[config.mk]
export PLATFORM = sky130hd
export DESIGN_NAME = triac_phase_mode_controller_top
export DESIGN_NICKNAME = d
export VERILOG_FILES = /design/src/rtl/core/tpmc_pkg.sv /design/src/rtl/core/tpmc_front.sv /design/src/rtl/core/tpmc_back.sv /design/src/rtl/core/tpmc_outq.sv /design/src/rtl/core/triac_phase_mode_controller_top.sv
export SDC_FILE = /design/constraint.sdc
export NUM_CORES = 1
export LEC_CHECK = 0
export BUFFER_PORTS_ARGS = -buffer_cell sky130_fd_sc_hd__buf_2
export CAP_MARGIN = 20
export CORE_ASPECT_RATIO = 1.1
export CORE_UTILIZATION = 60
export CTS_CLUSTER_SIZE = 8
export DETAILED_ROUTE_END_ITERATION = 16
export GPL_TIMING_DRIVEN = 0
export PLACE_DENSITY = 0.78
export SETUP_SLACK_MARGIN = 0.1
export SLEW_MARGIN = 20
export SYNTH_ARGS = -nofsm -noshare
export SYNTH_HDL_FRONTEND = slang
export SYNTH_HIERARCHICAL = 1
export SYNTH_SLANG_ARGS = --single-unit
[constraint.sdc]
create_clock -name i_clk -period 6.35 [get_ports i_clk]
set_clock_uncertainty 0.2 [all_clocks]
set_input_delay 0 -clock i_clk [delete_from_list [all_inputs] [get_ports i_clk]]
set_output_delay 0 -clock i_clk [all_outputs]
set_load 0.01 [all_outputs]
[src/rtl/core/tpmc_pkg.sv]
package tpmc_pkg;

    localparam int CHANNELS  = 4;
    localparam int CH_IDX_W  = (CHANNELS > 1) ? $clog2(CHANNELS) : 1;
    localparam int MASK_W    = 4;
    localparam int ANGLE_W   = 8;

    localparam logic [ANGLE_W-1:0] FULL_ANGLE = 8'd180;
    localparam logic [ANGLE_W-1:0] ZERO_ANGLE = 8'd0;

    localparam logic FUNC_UPDATE = 1'b0;
    localparam logic FUNC_TICK   = 1'b1;

    // command queue between front and back
    localparam int CMDQ_DEPTH = 2;
    localparam int CMDQ_PTR_W = (CMDQ_DEPTH > 1) ? $clog2(CMDQ_DEPTH) : 1;
    localparam int CMDQ_CNT_W = $clog2(CMDQ_DEPTH + 1);

    // result queue
    localparam int OUTQ_DEPTH = 4;
    localparam int OUTQ_PTR_W = (OUTQ_DEPTH > 1) ? $clog2(OUTQ_DEPTH) : 1;
    localparam int OUTQ_CNT_W = $clog2(OUTQ_DEPTH + 1);

    typedef enum logic [1:0] {
        MODE_OFF  = 2'd0,
        MODE_ON   = 2'd1,
        MODE_SYM  = 2'd2,
        MODE_ASYM = 2'd3
    } t_mode;

    typedef struct packed {
        logic               func;
        logic [1:0]         channel;
        logic [ANGLE_W-1:0] pos_angle;
        logic [ANGLE_W-1:0] neg_angle;
    } t_in_item;

    typedef struct packed {
        logic [1:0]         out_channel;
        logic [ANGLE_W-1:0] out_pos;
        logic [ANGLE_W-1:0] out_neg;
        logic [1:0]         new_mode;
        logic               last_command;
    } t_result;

    // work handed from front to back
    typedef struct packed {
        logic                tick;
        logic [CH_IDX_W-1:0] chan;
        logic [ANGLE_W-1:0]  pos;
        logic [ANGLE_W-1:0]  neg;
    } t_cmd;

    // channel exists and its mask bit is set
    function automatic logic chan_en(logic [MASK_W-1:0] mask, int unsigned idx);
        logic r;
        r = 1'b0;
        for (int b = 0; b < MASK_W; b++) begin
            if (idx == b && b < CHANNELS) begin
                r = mask[b];
            end
        end
        return r;
    endfunction

endpackage

[src/rtl/core/tpmc_front.sv]
module tpmc_front
    import tpmc_pkg::*;
(
    input  logic              i_clk,
    input  logic              i_rst_n,
    input  logic              i_push,
    input  t_in_item          i_item,
    input  logic [MASK_W-1:0] i_mask,
    output logic              o_full,
    output logic              o_cmd_valid,
    output t_cmd              o_cmd,
    input  logic              i_cmd_pop
);

    t_cmd                  r_q [CMDQ_DEPTH];
    logic [CMDQ_PTR_W-1:0] r_wr, r_rd;
    logic [CMDQ_CNT_W-1:0] r_count;

    logic is_tick, keep, do_wr, do_rd;
    t_cmd cmd_new;

    assign o_full      = (r_count == CMDQ_CNT_W'(CMDQ_DEPTH));
    assign o_cmd_valid = (r_count != '0);
    assign o_cmd       = r_q[r_rd];

    // updates to channels that are off in the mask are dropped here
    always_comb begin
        is_tick      = (i_item.func == FUNC_TICK);
        keep         = is_tick || chan_en(i_mask, int'(i_item.channel));
        cmd_new.tick = is_tick;
        cmd_new.chan = CH_IDX_W'(i_item.channel);
        cmd_new.pos  = i_item.pos_angle;
        cmd_new.neg  = i_item.neg_angle;
        do_wr        = i_push && !o_full && keep;
        do_rd        = i_cmd_pop && o_cmd_valid;
    end

    always_ff @(posedge i_clk) begin
        if (!i_rst_n) begin
            r_wr    <= '0;
            r_rd    <= '0;
            r_count <= '0;
        end else begin
            if (do_wr) begin
                r_q[r_wr] <= cmd_new;
                r_wr <= (r_wr == CMDQ_PTR_W'(CMDQ_DEPTH - 1)) ? '0 : r_wr + 1'b1;
            end
            if (do_rd) begin
                r_rd <= (r_rd == CMDQ_PTR_W'(CMDQ_DEPTH - 1)) ? '0 : r_rd + 1'b1;
            end
            if (do_wr && !do_rd) begin
                r_count <= r_count + 1'b1;
            end else if (do_rd && !do_wr) begin
                r_count <= r_count - 1'b1;
            end
        end
    end

endmodule

[src/rtl/core/tpmc_back.sv]
module tpmc_back
    import tpmc_pkg::*;
(
    input  logic              i_clk,
    input  logic              i_rst_n,
    input  logic [MASK_W-1:0] i_mask,
    input  logic              i_cmd_valid,
    input  t_cmd              i_cmd,
    output logic              o_cmd_pop,
    input  logic              i_outq_full,
    output logic              o_res_push,
    output t_result           o_res
);

    typedef enum logic [1:0] {
        S_IDLE,
        S_SCAN,
        S_FLUSH
    } t_state;

    t_state              r_state;
    logic [CH_IDX_W-1:0] r_scan;
    logic                r_hold_valid;
    t_result             r_hold;

    t_mode               r_mode [CHANNELS];
    logic [ANGLE_W-1:0]  r_pos  [CHANNELS];
    logic [ANGLE_W-1:0]  r_neg  [CHANNELS];
    logic                r_ref  [CHANNELS];

    logic               en, emit, clr_ref, stall, is_off, is_on, mid;
    t_mode              m, n_mode;
    logic [ANGLE_W-1:0] p, n, n_pos, n_neg;
    t_result            res_new;

    // transition rules for the channel under the scan pointer
    always_comb begin
        en      = chan_en(i_mask, int'(r_scan));
        m       = r_mode[r_scan];
        p       = r_pos[r_scan];
        n       = r_neg[r_scan];
        is_off  = (p == ZERO_ANGLE) && (n == ZERO_ANGLE);
        is_on   = (p == FULL_ANGLE) && (n == FULL_ANGLE);
        mid     = (p != ZERO_ANGLE) && (p < FULL_ANGLE);
        emit    = 1'b0;
        clr_ref = 1'b0;
        n_mode  = m;
        n_pos   = p;
        n_neg   = n;
        if (en) begin
            priority if (m != MODE_OFF && is_off) begin
                emit   = 1'b1;
                n_mode = MODE_OFF;
                n_pos  = ZERO_ANGLE;
                n_neg  = ZERO_ANGLE;
            end else if (m != MODE_ON && is_on) begin
                emit   = 1'b1;
                n_mode = MODE_ON;
                n_pos  = FULL_ANGLE;
                n_neg  = FULL_ANGLE;
            end else if (m == MODE_OFF || m == MODE_ON) begin
                if (mid) begin
                    emit   = 1'b1;
                    n_mode = (p == n) ? MODE_SYM : MODE_ASYM;
                end
            end else if (m == MODE_SYM) begin
                if (p != n) begin
                    emit   = 1'b1;
                    n_mode = MODE_ASYM;
                end else if (r_ref[r_scan]) begin
                    emit    = 1'b1;
                    clr_ref = 1'b1;
                end
            end else begin
                if (p == n) begin
                    emit   = 1'b1;
                    n_mode = MODE_SYM;
                end else if (r_ref[r_scan]) begin
                    emit    = 1'b1;
                    clr_ref = 1'b1;
                end
            end
        end
        res_new.out_channel  = 2'(r_scan);
        res_new.out_pos      = n_pos;
        res_new.out_neg      = n_neg;
        res_new.new_mode     = 2'(n_mode);
        res_new.last_command = 1'b0;

        // a held command leaves only once a later one (or the tick's end) shows up
        stall      = emit && r_hold_valid && i_outq_full;
        o_res      = r_hold;
        o_res_push = 1'b0;
        unique case (r_state)
            S_SCAN: begin
                o_res_push = emit && r_hold_valid && !i_outq_full;
            end
            S_FLUSH: begin
                o_res_push         = r_hold_valid && !i_outq_full;
                o_res.last_command = 1'b1;
            end
            default: begin
                o_res_push = 1'b0;
            end
        endcase
        o_cmd_pop = (r_state == S_IDLE) && i_cmd_valid;
    end

    always_ff @(posedge i_clk) begin
        if (!i_rst_n) begin
            r_state      <= S_IDLE;
            r_scan       <= '0;
            r_hold_valid <= 1'b0;
            for (int c = 0; c < CHANNELS; c++) begin
                r_mode[c] <= MODE_OFF;
                r_pos[c]  <= ZERO_ANGLE;
                r_neg[c]  <= ZERO_ANGLE;
                r_ref[c]  <= 1'b0;
            end
        end else begin
            unique case (r_state)
                S_IDLE: begin
                    if (i_cmd_valid) begin
                        if (i_cmd.tick) begin
                            r_state <= S_SCAN;
                            r_scan  <= '0;
                        end else begin
                            r_pos[i_cmd.chan] <= i_cmd.pos;
                            r_neg[i_cmd.chan] <= i_cmd.neg;
                            r_ref[i_cmd.chan] <= 1'b1;
                        end
                    end
                end
                S_SCAN: begin
                    if (!stall) begin
                        if (emit) begin
                            r_hold       <= res_new;
                            r_hold_valid <= 1'b1;
                            r_mode[r_scan] <= n_mode;
                            r_pos[r_scan]  <= n_pos;
                            r_neg[r_scan]  <= n_neg;
                            if (clr_ref) begin
                                r_ref[r_scan] <= 1'b0;
                            end
                        end
                        if (r_scan == CH_IDX_W'(CHANNELS - 1)) begin
                            r_state <= S_FLUSH;
                        end else begin
                            r_scan <= r_scan + 1'b1;
                        end
                    end
                end
                S_FLUSH: begin
                    if (!r_hold_valid) begin
                        r_state <= S_IDLE;
                    end else if (!i_outq_full) begin
                        r_hold_valid <= 1'b0;
                        r_state      <= S_IDLE;
                    end
                end
                default: begin
                    r_state <= S_IDLE;
                end
            endcase
        end
    end

endmodule

[src/rtl/core/tpmc_outq.sv]
module tpmc_outq
    import tpmc_pkg::*;
(
    input  logic    i_clk,
    input  logic    i_rst_n,
    input  logic    i_push,
    input  t_result i_res,
    output logic    o_full,
    output logic    o_empty,
    input  logic    i_pop,
    output t_result o_res
);

    t_result               r_q [OUTQ_DEPTH];
    logic [OUTQ_PTR_W-1:0] r_wr, r_rd;
    logic [OUTQ_CNT_W-1:0] r_count;
    logic                  do_wr, do_rd;

    assign o_full  = (r_count == OUTQ_CNT_W'(OUTQ_DEPTH));
    assign o_empty = (r_count == '0);
    assign o_res   = r_q[r_rd];
    assign do_wr   = i_push && !o_full;
    assign do_rd   = i_pop && !o_empty;

    always_ff @(posedge i_clk) begin
        if (!i_rst_n) begin
            r_wr    <= '0;
            r_rd    <= '0;
            r_count <= '0;
        end else begin
            if (do_wr) begin
                r_q[r_wr] <= i_res;
                r_wr <= (r_wr == OUTQ_PTR_W'(OUTQ_DEPTH - 1)) ? '0 : r_wr + 1'b1;
            end
            if (do_rd) begin
                r_rd <= (r_rd == OUTQ_PTR_W'(OUTQ_DEPTH - 1)) ? '0 : r_rd + 1'b1;
            end
            if (do_wr && !do_rd) begin
                r_count <= r_count + 1'b1;
            end else if (do_rd && !do_wr) begin
                r_count <= r_count - 1'b1;
            end
        end
    end

endmodule

[src/rtl/core/triac_phase_mode_controller_top.sv]
// Triac phase-mode controller. Keeps a mode, two firing angles and a refresh flag
// per channel. An update transaction (func = 0) stores a channel's angles and flags
// it for refresh; it is dropped when the channel is not set in the enable mask. A
// tick transaction (func = 1) walks the enabled channels in ascending order and
// pushes one drive command per channel that changes mode or needs a refresh; the
// final command of a tick carries last_command = 1, a tick with nothing to do gives
// none. Input side is a queue port (push/full), results are read as a queue
// (empty/pop). The enable mask is written over its own valid/ready channel, which is
// always ready; the user must write it only while the block is quiet, and the block
// does not enforce this. The execution unit stores an update from idle; a tick
// starts, scans each channel in turn, then releases the final command, and stalls
// while the result queue is full. The scan of one channel per cycle sets the rate
// while the result queue has room. A two-entry command queue lets new transactions
// be taken during a tick, and a four-entry result queue decouples the reader.
module triac_phase_mode_controller_top
    import tpmc_pkg::*;
(
    input  logic              i_clk,
    input  logic              i_rst_n,
    // input items
    input  logic              push,
    output logic              full,
    input  t_in_item          i_item,
    // results
    output logic              empty,
    input  logic              pop,
    output t_result           o_result,
    // enable mask write
    input  logic              i_cfg_valid,
    output logic              o_cfg_ready,
    input  logic [MASK_W-1:0] i_cfg_data
);

    logic [MASK_W-1:0] r_mask;

    logic    cmd_valid, cmd_pop;
    t_cmd    cmd;
    logic    res_push, outq_full;
    t_result res;

    assign o_cfg_ready = 1'b1;

    always_ff @(posedge i_clk) begin
        if (!i_rst_n) begin
            r_mask <= '0;
        end else if (i_cfg_valid && o_cfg_ready) begin
            r_mask <= i_cfg_data;
        end
    end

    // front: take and classify, buffer commands
    tpmc_front u_front (
        .i_clk       (i_clk),
        .i_rst_n     (i_rst_n),
        .i_push      (push),
        .i_item      (i_item),
        .i_mask      (r_mask),
        .o_full      (full),
        .o_cmd_valid (cmd_valid),
        .o_cmd       (cmd),
        .i_cmd_pop   (cmd_pop)
    );

    // back: channel state, scan and mode rules
    tpmc_back u_back (
        .i_clk       (i_clk),
        .i_rst_n     (i_rst_n),
        .i_mask      (r_mask),
        .i_cmd_valid (cmd_valid),
        .i_cmd       (cmd),
        .o_cmd_pop   (cmd_pop),
        .i_outq_full (outq_full),
        .o_res_push  (res_push),
        .o_res       (res)
    );

    // result queue towards the reader
    tpmc_outq u_outq (
        .i_clk   (i_clk),
        .i_rst_n (i_rst_n),
        .i_push  (res_push),
        .i_res   (res),
        .o_full  (outq_full),
        .o_empty (empty),
        .i_pop   (pop),
        .o_res   (o_result)
    );

endmodule

==> flow_metrics.tcl <==
set metrics [dict create \
    vdd_drop_max_uv 199 \
    syn-instance-count 707 \
    slew_violations 0 \
    htree_levels 2 \
    yosysUniqueCellTypes 60 \
    ys_warn_count 6 \
    hold_path.class "in -> reg" \
    syn_nets 750 \
    syn_to_final_growth_pct 18.0 \
    drc 0 \
    rr_endpoint "u_back/r_neg[2][4]$_SDFFCE_PN0P_" \
    hold_depth 2 \
    period_share_pct 78.5 \
    p_per_area_mw_per_mm2 350 \
    coreArea_mm2 0.0173 \
    required_ns 6.26 \
    grt_max_degree 22 \
    hold_buffers 35 \
    finalInstanceArea_mm2 0.0127 \
    maxCapViolations 0 \
    period_minus_slack_ns 4.98 \
    die_width_um 130 \
    drt-initial-drc-count 517 \
    async_reset_ff_share_pct 0 \
    vias 6500 \
    grt_usage_pct 25.6 \
    worstRegToRegCells 11 \
    rows 50 \
    crit_arrival_ns 4.90 \
    synth_seq_area_share_pct 65.4 \
    crit_fanout 16 \
    postRouteAntennaNets 0 \
    io_pins 52 \
    synth_largest_area_cell "edfxtp_1" \
    reg2reg_slack_ns 1.37 \
    yosys-top-cells-area "edfxtp_1 (60%), mux4_2 (8.4%), dfxtp_1 (5.2%), mux2_2 (2.8%), o31ai_1 (2.4%)" \
    cts_max_path_buffers 3 \
    dr.pass1.iters 5 \
    critPathKind "reg -> reg" \
    synth_top_cell_area_share_pct 60.1 \
    fin_setup_tns_ns 0 \
    worstHoldStart "i_item[14]" \
    fmax_ghz 0.201 \
    synth_area_mm2 0.0107 \
    synth-main-ff-cell "edfxtp_1" \
    rsz0062_at_grt "no" \
    status "finished, final reports clean" \
    clkLatencyLatePin_ns 0.49 \
    hpwl_mm 14.6 \
    start_kind "flip-flop" \
    tritoncts "yes" \
    ys_seq_elements 243 \
    final_cell_mix "edfxtp_1 (215), nand2_1 (67), buf_2 (62), nand3_1 (42), mux4_2 (40)" \
    end_kind "flip-flop" \
    final.setup.worst_slack_ns 1.37 \
    drive_above_1_share_pct 25.7 \
    first_global_vias 6708 \
    postCtsSetupBuffers 0 \
    diodes 0 \
    start_util_pct 62.2 \
    clock_sinks 243 \
    fin_hold_ws_ns 0.0344 \
    cellLeakagePower_nw 4.52 \
    dpl_cell_area_mm2 0.0113 \
    grt_overflow 0 \
    routed_wl_mm 22.5 \
    numCtsBuffers 36 \
    post-place-ws_ns 1.43 \
    whs_endpoint "u_front/r_q[0][14]$_DFFE_PP_" \
    fp.dieH_um 142 \
    antenna_found_initial 0 \
    path_clk_slew_ns 0.05 \
    reg2reg_from "u_back/r_scan[0]$_SDFFE_PN0P_" \
    post_drt_wl_per_cell_um 20.8 \
    syn_avg_cell_area_um2 15.2 \
    final_common_cell "edfxtp_1" \
    cts_root_buf "clkbuf_16" \
    post_cts_resized 0 \
    numPortBuffers 49 \
    gp_congestion 0.899 \
    die_area_mm2 0.0184 \
    hold_viol 0 \
    worst_pin_slew_ns 1.07 \
    vias_per_cell 6.01 \
    synth_enable_flop_cells 215 \
    slew_headroom_pct 28.7 \
    setup_viol 0 \
    grt_pass1_wl_mm 35.1 \
    nets 877 \
]
worst max-delay path by stage:
stage | startpoint | to | cells past startpoint
2_1_floorplan | flip-flop | u_outq/r_count[2]$_SDFFE_PN0P_ | 17
3_3_place_gp | u_back/r_scan[0]$_SDFFE_PN0P_ | u_back/r_neg[0][0]$_SDFFCE_PN0P_ | 12
3_5_place_dp | u_back/r_scan[0]$_SDFFE_PN0P_ | u_back/r_neg[2][3]$_SDFFCE_PN0P_ | 11
4_1_cts | flip-flop | u_outq/r_count[2]$_SDFFE_PN0P_ | 18
5_1_grt | u_back/r_scan[1]$_SDFFE_PN0P_ | u_back/r_neg[2][3]$_SDFFCE_PN0P_ | 12
6_report | u_back/r_scan[0]$_SDFFE_PN0P_ | u_back/r_neg[2][4]$_SDFFCE_PN0P_ | 11
Yosys cell counts, drive strengths merged, types with 3 or more instances:
cell	number
nor4	5
mux2i	12
ha	14
o31ai	35
mux4	40
buf	28
dfxtp	28
nand2	67
nor2	36
o211ai	3
or3	4
mux2	37
nand3	42
nand2b	4
nand4	4
nor3	6
a31oi	3
a21oi	6
xnor2	12
o21ai	8
and3	5
nor2b	10
clkbuf	12
inv	30
a21boi	5
and2	7
edfxtp	215
per-layer routing:
metal / share of wire (%) / global-route usage [%]
met4: 2.8 / 9.79
met1: 38 / 30.3
met3: 6.1 / 4.36
met2: 53 / 46.6
met5: 0 / 0
power breakdown:
part	leakage [nW]	internal, mW	switching [mW]
combinational	1.76	0.394	0.457
clock	0.484	1.05	0.620
sequential	2.28	1.85	0.0609
total	4.52	3.30	1.14
worst max-delay path, stage by stage (launching register included):
cell and delay, ns:
dfxtp_1 0.50, clkbuf_1 0.38, inv_1 0.16, ha_1 0.24, nor2b_1 0.13, o31ai_1 0.81, nand3_1 0.39, nor2_1 0.29
o2bb2ai_4 0.26, mux2_4 0.42, buf_6 0.19, nand2_1 0.63
through the flow:
stage	power [mW]	cells	util, %
CTS	4.46	1082	73.3
floorplan	2.54	707	-
global placement	2.72	990	65.3
finish	4.44	1082	73.4
global route	4.60	1082	73.4
detailed placement	2.77	995	65.6
cell families (layout without fill, tap and decap cells):
kind of cell,count (synthesis),in the layout,synth area share [%]
muxes,89,89,13.8
adders and majority gates,15,15,1.82
buffers and inverters,70,211,3.33
DFF,243,243,65.4
and+or+nand+nor,196,196,8.86
other,1,1,0.0349
AOI/OAI and AO/OA,79,79,5.69
xor gates and xnor gates,14,14,1.14
state kept, by name (all words and copies together), names as in the netlist, 2 cells and up, named ones only:
| name | cells |
|---|---|
| u_outq/r_wr | 2 |
| u_back/o_res | 20 |
| u_back/r_pos | 32 |
| u_back/r_scan | 2 |
| u_back/r_ref | 4 |
| u_back/r_mode | 8 |
| u_outq/r_q | 84 |
| u_back/r_neg | 32 |
| u_outq/r_rd | 2 |
| r_mask | 4 |
| u_outq/r_count | 3 |
| u_front/r_count | 2 |
| u_back/r_state | 2 |
| u_front/r_q | 38 |
cell type report:
| class | count | area [um^2] |
|---|---|---|
| buffer | 40 | 245 |
| multi-input combinational | 394 | 3370 |
| clock buffer | 49 | 971 |
| timing repair buffer | 89 | 637 |
| fill | 1094 | 4600 |
| clock inverter | 3 | 23.8 |
| tap | 234 | 293 |
| sequential | 243 | 7020 |
| inverter | 30 | 113 |
Note: power is estimated with default switching activity, not from simulation.
